--- src/tve_pkg.sv ---
// Shared types and constants for the touch velocity estimator.
`default_nettype none
package tve_pkg;
	localparam int RING_DEPTH = 16;
	localparam int FRAC_BITS  = 16;
	localparam int SLOT_W     = $clog2(RING_DEPTH);
	localparam int FILL_W     = $clog2(RING_DEPTH + 1);
	localparam int DELTA_W    = 17;
	localparam int DVD_W      = DELTA_W + FRAC_BITS;
	localparam int CNT_W      = $clog2(DVD_W + 1);

	localparam logic [1:0] CMD_REC   = 2'd0;
	localparam logic [1:0] CMD_QUERY = 2'd1;
	localparam logic [1:0] CMD_CLEAR = 2'd2;
	localparam logic [1:0] CMD_NOP   = 2'd3;

	localparam logic [15:0] STOP_RST   = 16'd100;
	localparam logic [15:0] WINDOW_RST = 16'd60;

	typedef enum logic [2:0] {
		ST_IDLE,
		ST_NEW,
		ST_WALK,
		ST_DIV,
		ST_FIN_DIV,
		ST_FIN_ZERO
	} tve_state_t;

	typedef struct packed {
		logic wr;
		logic clr;
		logic ld_query;
		logic cap_new;
		logic step;
		logic div_init;
		logic div_step;
		logic out_div;
		logic out_zero;
	} tve_ctl_t;

	typedef struct packed {
		logic few_samples;
		logic age_ge_stop;
		logic age_ge_win;
		logic age_pos;
		logic idx_zero;
		logic win_zero;
		logic div_done;
		logic out_free;
	} tve_sts_t;
endpackage
`default_nettype wire

--- src/tve_ctrl.sv ---
// Sequencing state machine for record, clear and query words.
`default_nettype none
module tve_ctrl import tve_pkg::*; (
	input  wire logic       clk,
	input  wire logic       arst_n,
	input  wire logic       in_valid,
	input  wire logic [1:0] command,
	input  wire tve_sts_t   sts,
	output tve_ctl_t        ctl,
	output logic            in_stall
);
	tve_state_t state_q, state_nxt;
	logic walk_end;

	assign walk_end = sts.age_ge_win || sts.idx_zero;

	always_ff @(posedge clk or negedge arst_n) begin
		if (!arst_n) begin
			state_q <= ST_IDLE;
		end else begin
			state_q <= state_nxt;
		end
	end

	always_comb begin
		state_nxt = state_q;
		case (state_q)
			ST_IDLE: begin
				if (in_valid && command == CMD_QUERY) begin
					state_nxt = sts.few_samples ? ST_FIN_ZERO : ST_NEW;
				end
			end
			ST_NEW: begin
				if (sts.age_ge_stop || sts.win_zero) begin
					state_nxt = ST_FIN_ZERO;
				end else if (walk_end) begin
					state_nxt = sts.age_pos ? ST_DIV : ST_FIN_ZERO;
				end else begin
					state_nxt = ST_WALK;
				end
			end
			ST_WALK: begin
				if (walk_end) begin
					state_nxt = sts.age_pos ? ST_DIV : ST_FIN_ZERO;
				end
			end
			ST_DIV: begin
				if (sts.div_done) begin
					state_nxt = ST_FIN_DIV;
				end
			end
			ST_FIN_DIV, ST_FIN_ZERO: begin
				if (sts.out_free) begin
					state_nxt = ST_IDLE;
				end
			end
			default: state_nxt = ST_IDLE;
		endcase
	end

	always_comb begin
		ctl = '0;
		in_stall = 1'b1;
		case (state_q)
			ST_IDLE: begin
				in_stall = 1'b0;
				if (in_valid) begin
					ctl.wr       = (command == CMD_REC);
					ctl.clr      = (command == CMD_CLEAR);
					ctl.ld_query = (command == CMD_QUERY);
				end
			end
			ST_NEW: begin
				ctl.cap_new = 1'b1;
				if (!sts.age_ge_stop && !sts.win_zero) begin
					ctl.div_init = walk_end && sts.age_pos;
					ctl.step     = !walk_end;
				end
			end
			ST_WALK: begin
				ctl.div_init = walk_end && sts.age_pos;
				ctl.step     = !walk_end;
			end
			ST_DIV:      ctl.div_step = !sts.div_done;
			ST_FIN_DIV:  ctl.out_div  = sts.out_free;
			ST_FIN_ZERO: ctl.out_zero = sts.out_free;
			default: ;
		endcase
	end
endmodule
`default_nettype wire

--- src/tve_dp.sv ---
// Sample ring, walk registers, two serial dividers and result register.
`default_nettype none
module tve_dp import tve_pkg::*; (
	input  wire logic               clk,
	input  wire logic               arst_n,
	input  wire tve_ctl_t           ctl,
	output tve_sts_t                sts,
	input  wire logic signed [15:0] pos_x,
	input  wire logic signed [15:0] pos_y,
	input  wire logic [31:0]        stamp,
	input  wire logic [15:0]        stop_time,
	input  wire logic [15:0]        window_time,
	input  wire logic               out_stall,
	output logic                    out_valid,
	output logic signed [31:0]      vel_x,
	output logic signed [31:0]      vel_y
);
	logic signed [15:0] mem_x [RING_DEPTH];
	logic signed [15:0] mem_y [RING_DEPTH];
	logic [31:0]        mem_t [RING_DEPTH];

	logic [SLOT_W-1:0] wslot_q, idx_q, rd_slot;
	logic [FILL_W-1:0] filled_q;
	logic [31:0]       now_q;
	logic signed [15:0] new_x_q, new_y_q, rd_x, rd_y;
	logic signed [15:0] new_x, new_y;
	logic signed [31:0] age;
	logic [31:0]       span_q;
	logic [DVD_W-1:0]  dvd_q [2];
	logic [DVD_W-1:0]  rem_q [2];
	logic              neg_q [2];
	logic [CNT_W-1:0]  cnt_q;
	logic              out_valid_q;
	logic signed [31:0] vel_x_q, vel_y_q;
	logic signed [DELTA_W-1:0] delta [2];
	logic [DVD_W-1:0]  trial [2];
	logic [31:0]       sat [2];

	assign rd_slot = wslot_q - filled_q[SLOT_W-1:0] + idx_q;
	assign rd_x = mem_x[rd_slot];
	assign rd_y = mem_y[rd_slot];
	assign age  = $signed(now_q - mem_t[rd_slot]);

	assign sts.few_samples = filled_q < FILL_W'(2);
	assign sts.age_ge_stop = age >= $signed({16'd0, stop_time});
	assign sts.age_ge_win  = age >= $signed({16'd0, window_time});
	assign sts.age_pos     = age > 32'sd0;
	assign sts.idx_zero    = idx_q == '0;
	assign sts.win_zero    = window_time == '0;
	assign sts.div_done    = cnt_q == '0;
	assign sts.out_free    = !out_valid_q || !out_stall;

	always_ff @(posedge clk) begin
		if (ctl.wr) begin
			mem_x[wslot_q] <= pos_x;
			mem_y[wslot_q] <= pos_y;
			mem_t[wslot_q] <= stamp;
		end
	end

	always_ff @(posedge clk or negedge arst_n) begin
		if (!arst_n) begin
			wslot_q  <= '0;
			filled_q <= '0;
		end else if (ctl.clr) begin
			wslot_q  <= '0;
			filled_q <= '0;
		end else if (ctl.wr) begin
			wslot_q <= wslot_q + SLOT_W'(1);
			if (filled_q != FILL_W'(RING_DEPTH)) begin
				filled_q <= filled_q + FILL_W'(1);
			end
		end
	end

	// newest sample is on the read port while it is being captured
	assign new_x = ctl.cap_new ? rd_x : new_x_q;
	assign new_y = ctl.cap_new ? rd_y : new_y_q;

	assign delta[0] = DELTA_W'(new_x) - DELTA_W'(rd_x);
	assign delta[1] = DELTA_W'(new_y) - DELTA_W'(rd_y);

	always_comb begin
		for (int a = 0; a < 2; a++) begin
			trial[a] = {rem_q[a][DVD_W-2:0], dvd_q[a][DVD_W-1]};
			if (!neg_q[a]) begin
				sat[a] = (dvd_q[a] > DVD_W'(32'h7FFF_FFFF)) ? 32'h7FFF_FFFF
					: dvd_q[a][31:0];
			end else begin
				sat[a] = (dvd_q[a] > DVD_W'(32'h8000_0000)) ? 32'h8000_0000
					: (32'd0 - dvd_q[a][31:0]);
			end
		end
	end

	always_ff @(posedge clk) begin
		if (ctl.ld_query) begin
			now_q <= stamp;
			idx_q <= SLOT_W'(filled_q - FILL_W'(1));
		end else if (ctl.step) begin
			idx_q <= idx_q - SLOT_W'(1);
		end
		if (ctl.cap_new) begin
			new_x_q <= rd_x;
			new_y_q <= rd_y;
		end
		if (ctl.div_init) begin
			span_q <= age;
			for (int a = 0; a < 2; a++) begin
				neg_q[a] <= delta[a][DELTA_W-1];
				dvd_q[a] <= {(delta[a][DELTA_W-1] ? -delta[a] : delta[a]),
					{FRAC_BITS{1'b0}}};
				rem_q[a] <= '0;
			end
		end else if (ctl.div_step) begin
			for (int a = 0; a < 2; a++) begin
				if (trial[a] >= DVD_W'(span_q)) begin
					rem_q[a] <= trial[a] - DVD_W'(span_q);
					dvd_q[a] <= {dvd_q[a][DVD_W-2:0], 1'b1};
				end else begin
					rem_q[a] <= trial[a];
					dvd_q[a] <= {dvd_q[a][DVD_W-2:0], 1'b0};
				end
			end
		end
		if (ctl.out_div) begin
			vel_x_q <= $signed(sat[0]);
			vel_y_q <= $signed(sat[1]);
		end else if (ctl.out_zero) begin
			vel_x_q <= '0;
			vel_y_q <= '0;
		end
	end

	always_ff @(posedge clk or negedge arst_n) begin
		if (!arst_n) begin
			cnt_q       <= '0;
			out_valid_q <= 1'b0;
		end else begin
			if (ctl.div_init) begin
				cnt_q <= CNT_W'(DVD_W);
			end else if (ctl.div_step) begin
				cnt_q <= cnt_q - CNT_W'(1);
			end
			if (ctl.out_div || ctl.out_zero) begin
				out_valid_q <= 1'b1;
			end else if (!out_stall) begin
				out_valid_q <= 1'b0;
			end
		end
	end

	assign out_valid = out_valid_q;
	assign vel_x     = vel_x_q;
	assign vel_y     = vel_y_q;
endmodule
`default_nettype wire

--- src/touch_velocity_estimator.sv ---
// Top level of the touch velocity estimator: register port, controller, datapath.
// Record, clear and no-op words are accepted while idle. A query is accepted, then
// walks back one stored sample at a time from the newest sample (up to 16), runs
// the two bit-serial dividers (one per axis, run side by side) and loads the result
// register once it is free. With fewer than two samples stored, or when the velocity
// is forced to zero at the newest sample, the walk and division are skipped. The
// result register lets the next word be accepted while a velocity waits.
`default_nettype none
module touch_velocity_estimator import tve_pkg::*; (
	input  wire logic               clk,
	input  wire logic               arst_n,
	input  wire logic               psel,
	input  wire logic               penable,
	input  wire logic               pwrite,
	input  wire logic [2:0]         paddr,
	input  wire logic [31:0]        pwdata,
	output logic [31:0]             prdata,
	output logic                    pready,
	input  wire logic               in_valid,
	output logic                    in_stall,
	input  wire logic [1:0]         command,
	input  wire logic signed [15:0] pos_x,
	input  wire logic signed [15:0] pos_y,
	input  wire logic [31:0]        stamp,
	output logic                    out_valid,
	input  wire logic               out_stall,
	output logic signed [31:0]      vel_x,
	output logic signed [31:0]      vel_y
);
	logic [15:0] stop_time_q, window_time_q;
	tve_ctl_t ctl;
	tve_sts_t sts;

	assign pready = 1'b1;
	assign prdata = paddr[2] ? {16'd0, window_time_q} : {16'd0, stop_time_q};

	always_ff @(posedge clk or negedge arst_n) begin
		if (!arst_n) begin
			stop_time_q   <= STOP_RST;
			window_time_q <= WINDOW_RST;
		end else if (psel && penable && pwrite) begin
			if (paddr[2]) begin
				window_time_q <= pwdata[15:0];
			end else begin
				stop_time_q <= pwdata[15:0];
			end
		end
	end

	tve_ctrl u_ctrl (
		.clk      (clk),
		.arst_n   (arst_n),
		.in_valid (in_valid),
		.command  (command),
		.sts      (sts),
		.ctl      (ctl),
		.in_stall (in_stall)
	);

	tve_dp u_dp (
		.clk         (clk),
		.arst_n      (arst_n),
		.ctl         (ctl),
		.sts         (sts),
		.pos_x       (pos_x),
		.pos_y       (pos_y),
		.stamp       (stamp),
		.stop_time   (stop_time_q),
		.window_time (window_time_q),
		.out_stall   (out_stall),
		.out_valid   (out_valid),
		.vel_x       (vel_x),
		.vel_y       (vel_y)
	);

	a_load_free: assert property (@(posedge clk) disable iff (!arst_n)
		(ctl.out_div || ctl.out_zero) |-> !(out_valid && out_stall))
		else $error("result loaded over an unread word");
	a_div_span: assert property (@(posedge clk) disable iff (!arst_n)
		ctl.div_init |-> sts.age_pos)
		else $error("division started with non-positive span");
	a_wr_idle: assert property (@(posedge clk) disable iff (!arst_n)
		(ctl.wr || ctl.clr || ctl.ld_query) |-> !in_stall)
		else $error("ring update while busy");
	a_div_end: assert property (@(posedge clk) disable iff (!arst_n)
		ctl.div_init |=> !sts.div_done)
		else $error("divider counter not loaded");
endmodule
`default_nettype wire

--- config.mk ---
export PLATFORM = sky130hd
export DESIGN_NAME = touch_velocity_estimator
export DESIGN_NICKNAME = d
export VERILOG_FILES = /design/src/tve_pkg.sv /design/src/tve_ctrl.sv /design/src/tve_dp.sv /design/src/touch_velocity_estimator.sv
export SDC_FILE = /design/constraint.sdc
export NUM_CORES = 2
export LEC_CHECK = 0
export BUFFER_PORTS_ARGS = -buffer_cell sky130_fd_sc_hd__buf_2
export CORE_MARGIN = 1.5
export CORE_UTILIZATION = 40
export CTS_CLUSTER_SIZE = 8
export DETAILED_ROUTE_END_ITERATION = 6
export SYNTH_ARGS = -nofsm -noshare
export SYNTH_HDL_FRONTEND = slang
export SYNTH_SLANG_ARGS = --single-unit
--- constraint.sdc ---
create_clock -name clk -period 30.6 [get_ports clk]
set_input_delay 6.12 -clock clk [delete_from_list [all_inputs] [get_ports clk]]
set_output_delay 6.12 -clock clk [all_outputs]
set_load 0.05 [all_outputs]
==> results.toml <==
[placed_design]
dp.cells = 6483
dp_worst_setup_slack_ns = 17.34
io_buffers = 171
gp_congestion = 0.862
hpwl_mm = 91.4

[global_routing]
grt_pass1_vias = 37200
grt_util_met1_pct = 27.7
grt_pass1_wl_mm = 232
grt-busiest-layer = "met2"
met3_usage_pct = 3.76
overflow = 0
grt_start_max_net_pins = 129
grt_antenna_before_repair = 29
grt_usage_pct = 19.2
met2_usage_pct = 30.0

[sta]
fin_crit_sh_pct = 43.3
period_needed_ns = 13.26
final_hold_viol_count = 0
setup_viol = 0
tightestPinTransition_ns = 1.26
fin_setup_tns_ns = 0
fmax_ghz = 0.0754
setup_ws_ns = 17.34
slew_violations = 0
rsz0062_at_grt = "false"
relSlewSlack_pct = 15.2
skew_ns = 0.0830

[synth]
synthCells = 4400
synthDominantCellAreaShare_pct = 61.5
netlist_top_cells_area = "edfxtp_1 (62%), mux4_2 (9.2%), ha_1 (3.5%)"
synth_cell_types = 96
yosys_warnings = 0
synth_top_area_cell = "edfxtp_1"
ys_ff_latch = 1371
synthFlopType = "edfxtp_1"
syn_area_per_cell_um2 = 14.3
synthArstFlopShare_pct = 3.72
synth_edf_count = 1287
ys_seq_area_share_pct = 64.6
netlist_area_um2 = 62800

[critical_path]
worstReg2RegStart = "u_dp.filled_q[1]$_DFFE_PN0P_"
cp.arrival_ns = 7.14
critical_path_class = "primary input to primary output"
worstSetupStartpoint = "paddr[2]"
required_ns = 24.48
crit_fanout = 33
end_kind = "primary output"
worstSetupStartpointType = "primary input"

[cts]
h-tree-depth = 4
tritoncts = "built"
clkTransAtPathRegs_ns = 0.05
cts.sinks = 1371
cts_hold_buffers = 0
cts_root_buf = "clkbuf_16"
clk_latency_ns = 0.84
numCtsBuffers = 190
post_cts_buffers = 0
cts_resized = 0
cts_buffer_depth = 3

[layout]
final_nets = 4911
stdcell_count = 6739
drive_above_1_share_pct = 17.6
area_growth_pct = 13.8
final_core_util_pct = 45.8

[floorplanning]
die_area_um2 = 159000
die_width_um = 399
start_util_pct = 40.3
core-area_um2 = 156000
die_height_um = 399
ios = 207
rows = 145

[route]
drt_pass1_iterations = 5
ant_nets = 0
via_count = 37800
drtIter0Drc = 2993
totalWireLength_mm = 153
wire_per_inst_um = 22.7
drc = 0
routed_via_density = 5.61

[min_path]
worstHoldStart = "u_dp.new_x_q[0]$_DFF_P_"
min_path_type = "flip-flop to flip-flop"

[job]
drv_cap = 0

[status]
status = "finished clean"
metal layers:
metal	vias up	wire, um
met5	-	114
met2	1139	70600
met3	219	9870
met1	19100	70100
met4	18	2540
li1	17300	-
synth_stat cells, types with 9 or more instances:
cell	n
mux2_2	37
nand4_1	37
nand4b_1	9
buf_1	48
nor2b_1	25
o21bai_1	14
clkbuf_1	146
a21oi_1	185
buf_4	18
xor2_1	52
nor4_1	23
o21ai_1	13
and3_1	19
mux4_2	256
nor2_1	175
a31oi_1	54
o31ai_1	28
nor3_1	79
inv_1	142
xnor2_1	87
a211oi_1	22
ha_1	178
dfxtp_1	33
edfxtp_1	1287
or3_1	29
nand2_1	529
dfrtp_1	44
a21o_1	52
o21ai_0	275
o21a_1	26
nand2b_1	28
o211ai_1	9
and2_1	42
nand3b_1	42
or2_2	18
mux2i_1	35
nand3_1	131
a31o_2	12
registers in the layout, summed over array words and instances (netlist names), 5 cells and up:
signal	flops
u_dp.mem_x	256
stop_time_q	16
u_dp.rem_q	64
u_dp.vel_x	32
u_dp.cnt_q	6
u_dp.mem_y	256
u_dp.new_y_q	16
u_dp.filled_q	5
u_dp.span_q	32
u_dp.now_q	32
u_dp.vel_y	32
u_dp.mem_t	512
window_time_q	16
u_dp.dvd_q	66
u_dp.new_x_q	16
path summary, 6_finish.rpt:
check                                          endpoint  slack [ns]  cells after the start
setup / recovery                              prdata[0]       17.34                      3
hold / removal                  u_dp.new_x_q[0]$_DFF_P_        0.46                      2
setup reg to reg            u_dp.dvd_q[1][31]$_DFFE_PP_       18.60                     30
hold reg to reg                 u_dp.new_x_q[0]$_DFF_P_        0.46                      2
max in group asynchronous    u_dp.out_valid$_DFFE_PN0P_       24.62                      2
min in group asynchronous  window_time_q[8]$_DFFE_PN0P_        5.49                      2
cell type report:
type	count	area, um2
clock inverters	19	445
well taps	2058	2570
fillers	13700	84500
inverters	144	541
clock buffers	232	4910
multi-input cells	2677	21000
diodes	5	12.5
repair buffers	233	1370
flip-flops and latches	1371	40600
critical path, stage by stage:
cell and delay (ns):
buf_2 0.40, mux2_2 0.40, buf_2 0.21
metrics by stage:
stage                     hold slack [ns]  cell area (um2)
after floorplan                     0.431            62900
after global placement              0.449            66100
after detailed placement            0.451            66100
after global routing                0.502            71500
final                               0.461            71500
after CTS                           0.467            71500
layout by cell type, fill, tap and decap left out, drive strengths merged, types with 22 or more instances in the layout:
cell    instances
a211oi         22
nor4           23
xor2           52
inv           143
buf           233
xnor2          87
mux2           37
nor2          176
or3            33
o31ai          28
clkbuf        232
a31oi          54
ha            178
nand4          37
o21a           26
nand2         532
mux2i          35
nor3           80
nand3b         42
dfxtp          33
and2           44
nand2b         28
edfxtp       1287
a21o           54
o21ai         289
nand3         131
a21oi         185
dfrtp          44
nor2b          25
mux4          256
kinds of logic after synthesis:
| kind of cell | Yosys count | synth area share (%) |
|---|---|---|
| xor gates and xnor gates | 139 | 1.94 |
| DFF | 1371 | 64.6 |
| adders and majority gates | 186 | 3.80 |
| and+or+nand+nor | 1224 | 9.23 |
| buffers and inverters | 367 | 2.39 |
| other | 2 | 0.0120 |
| muxes | 328 | 10.4 |
| AOI/OAI and AO/OA | 783 | 7.62 |
Power is left out: the tool's default activity adds up to more than one toggle a clock period on the data nets, which glitch-free logic cannot reach.
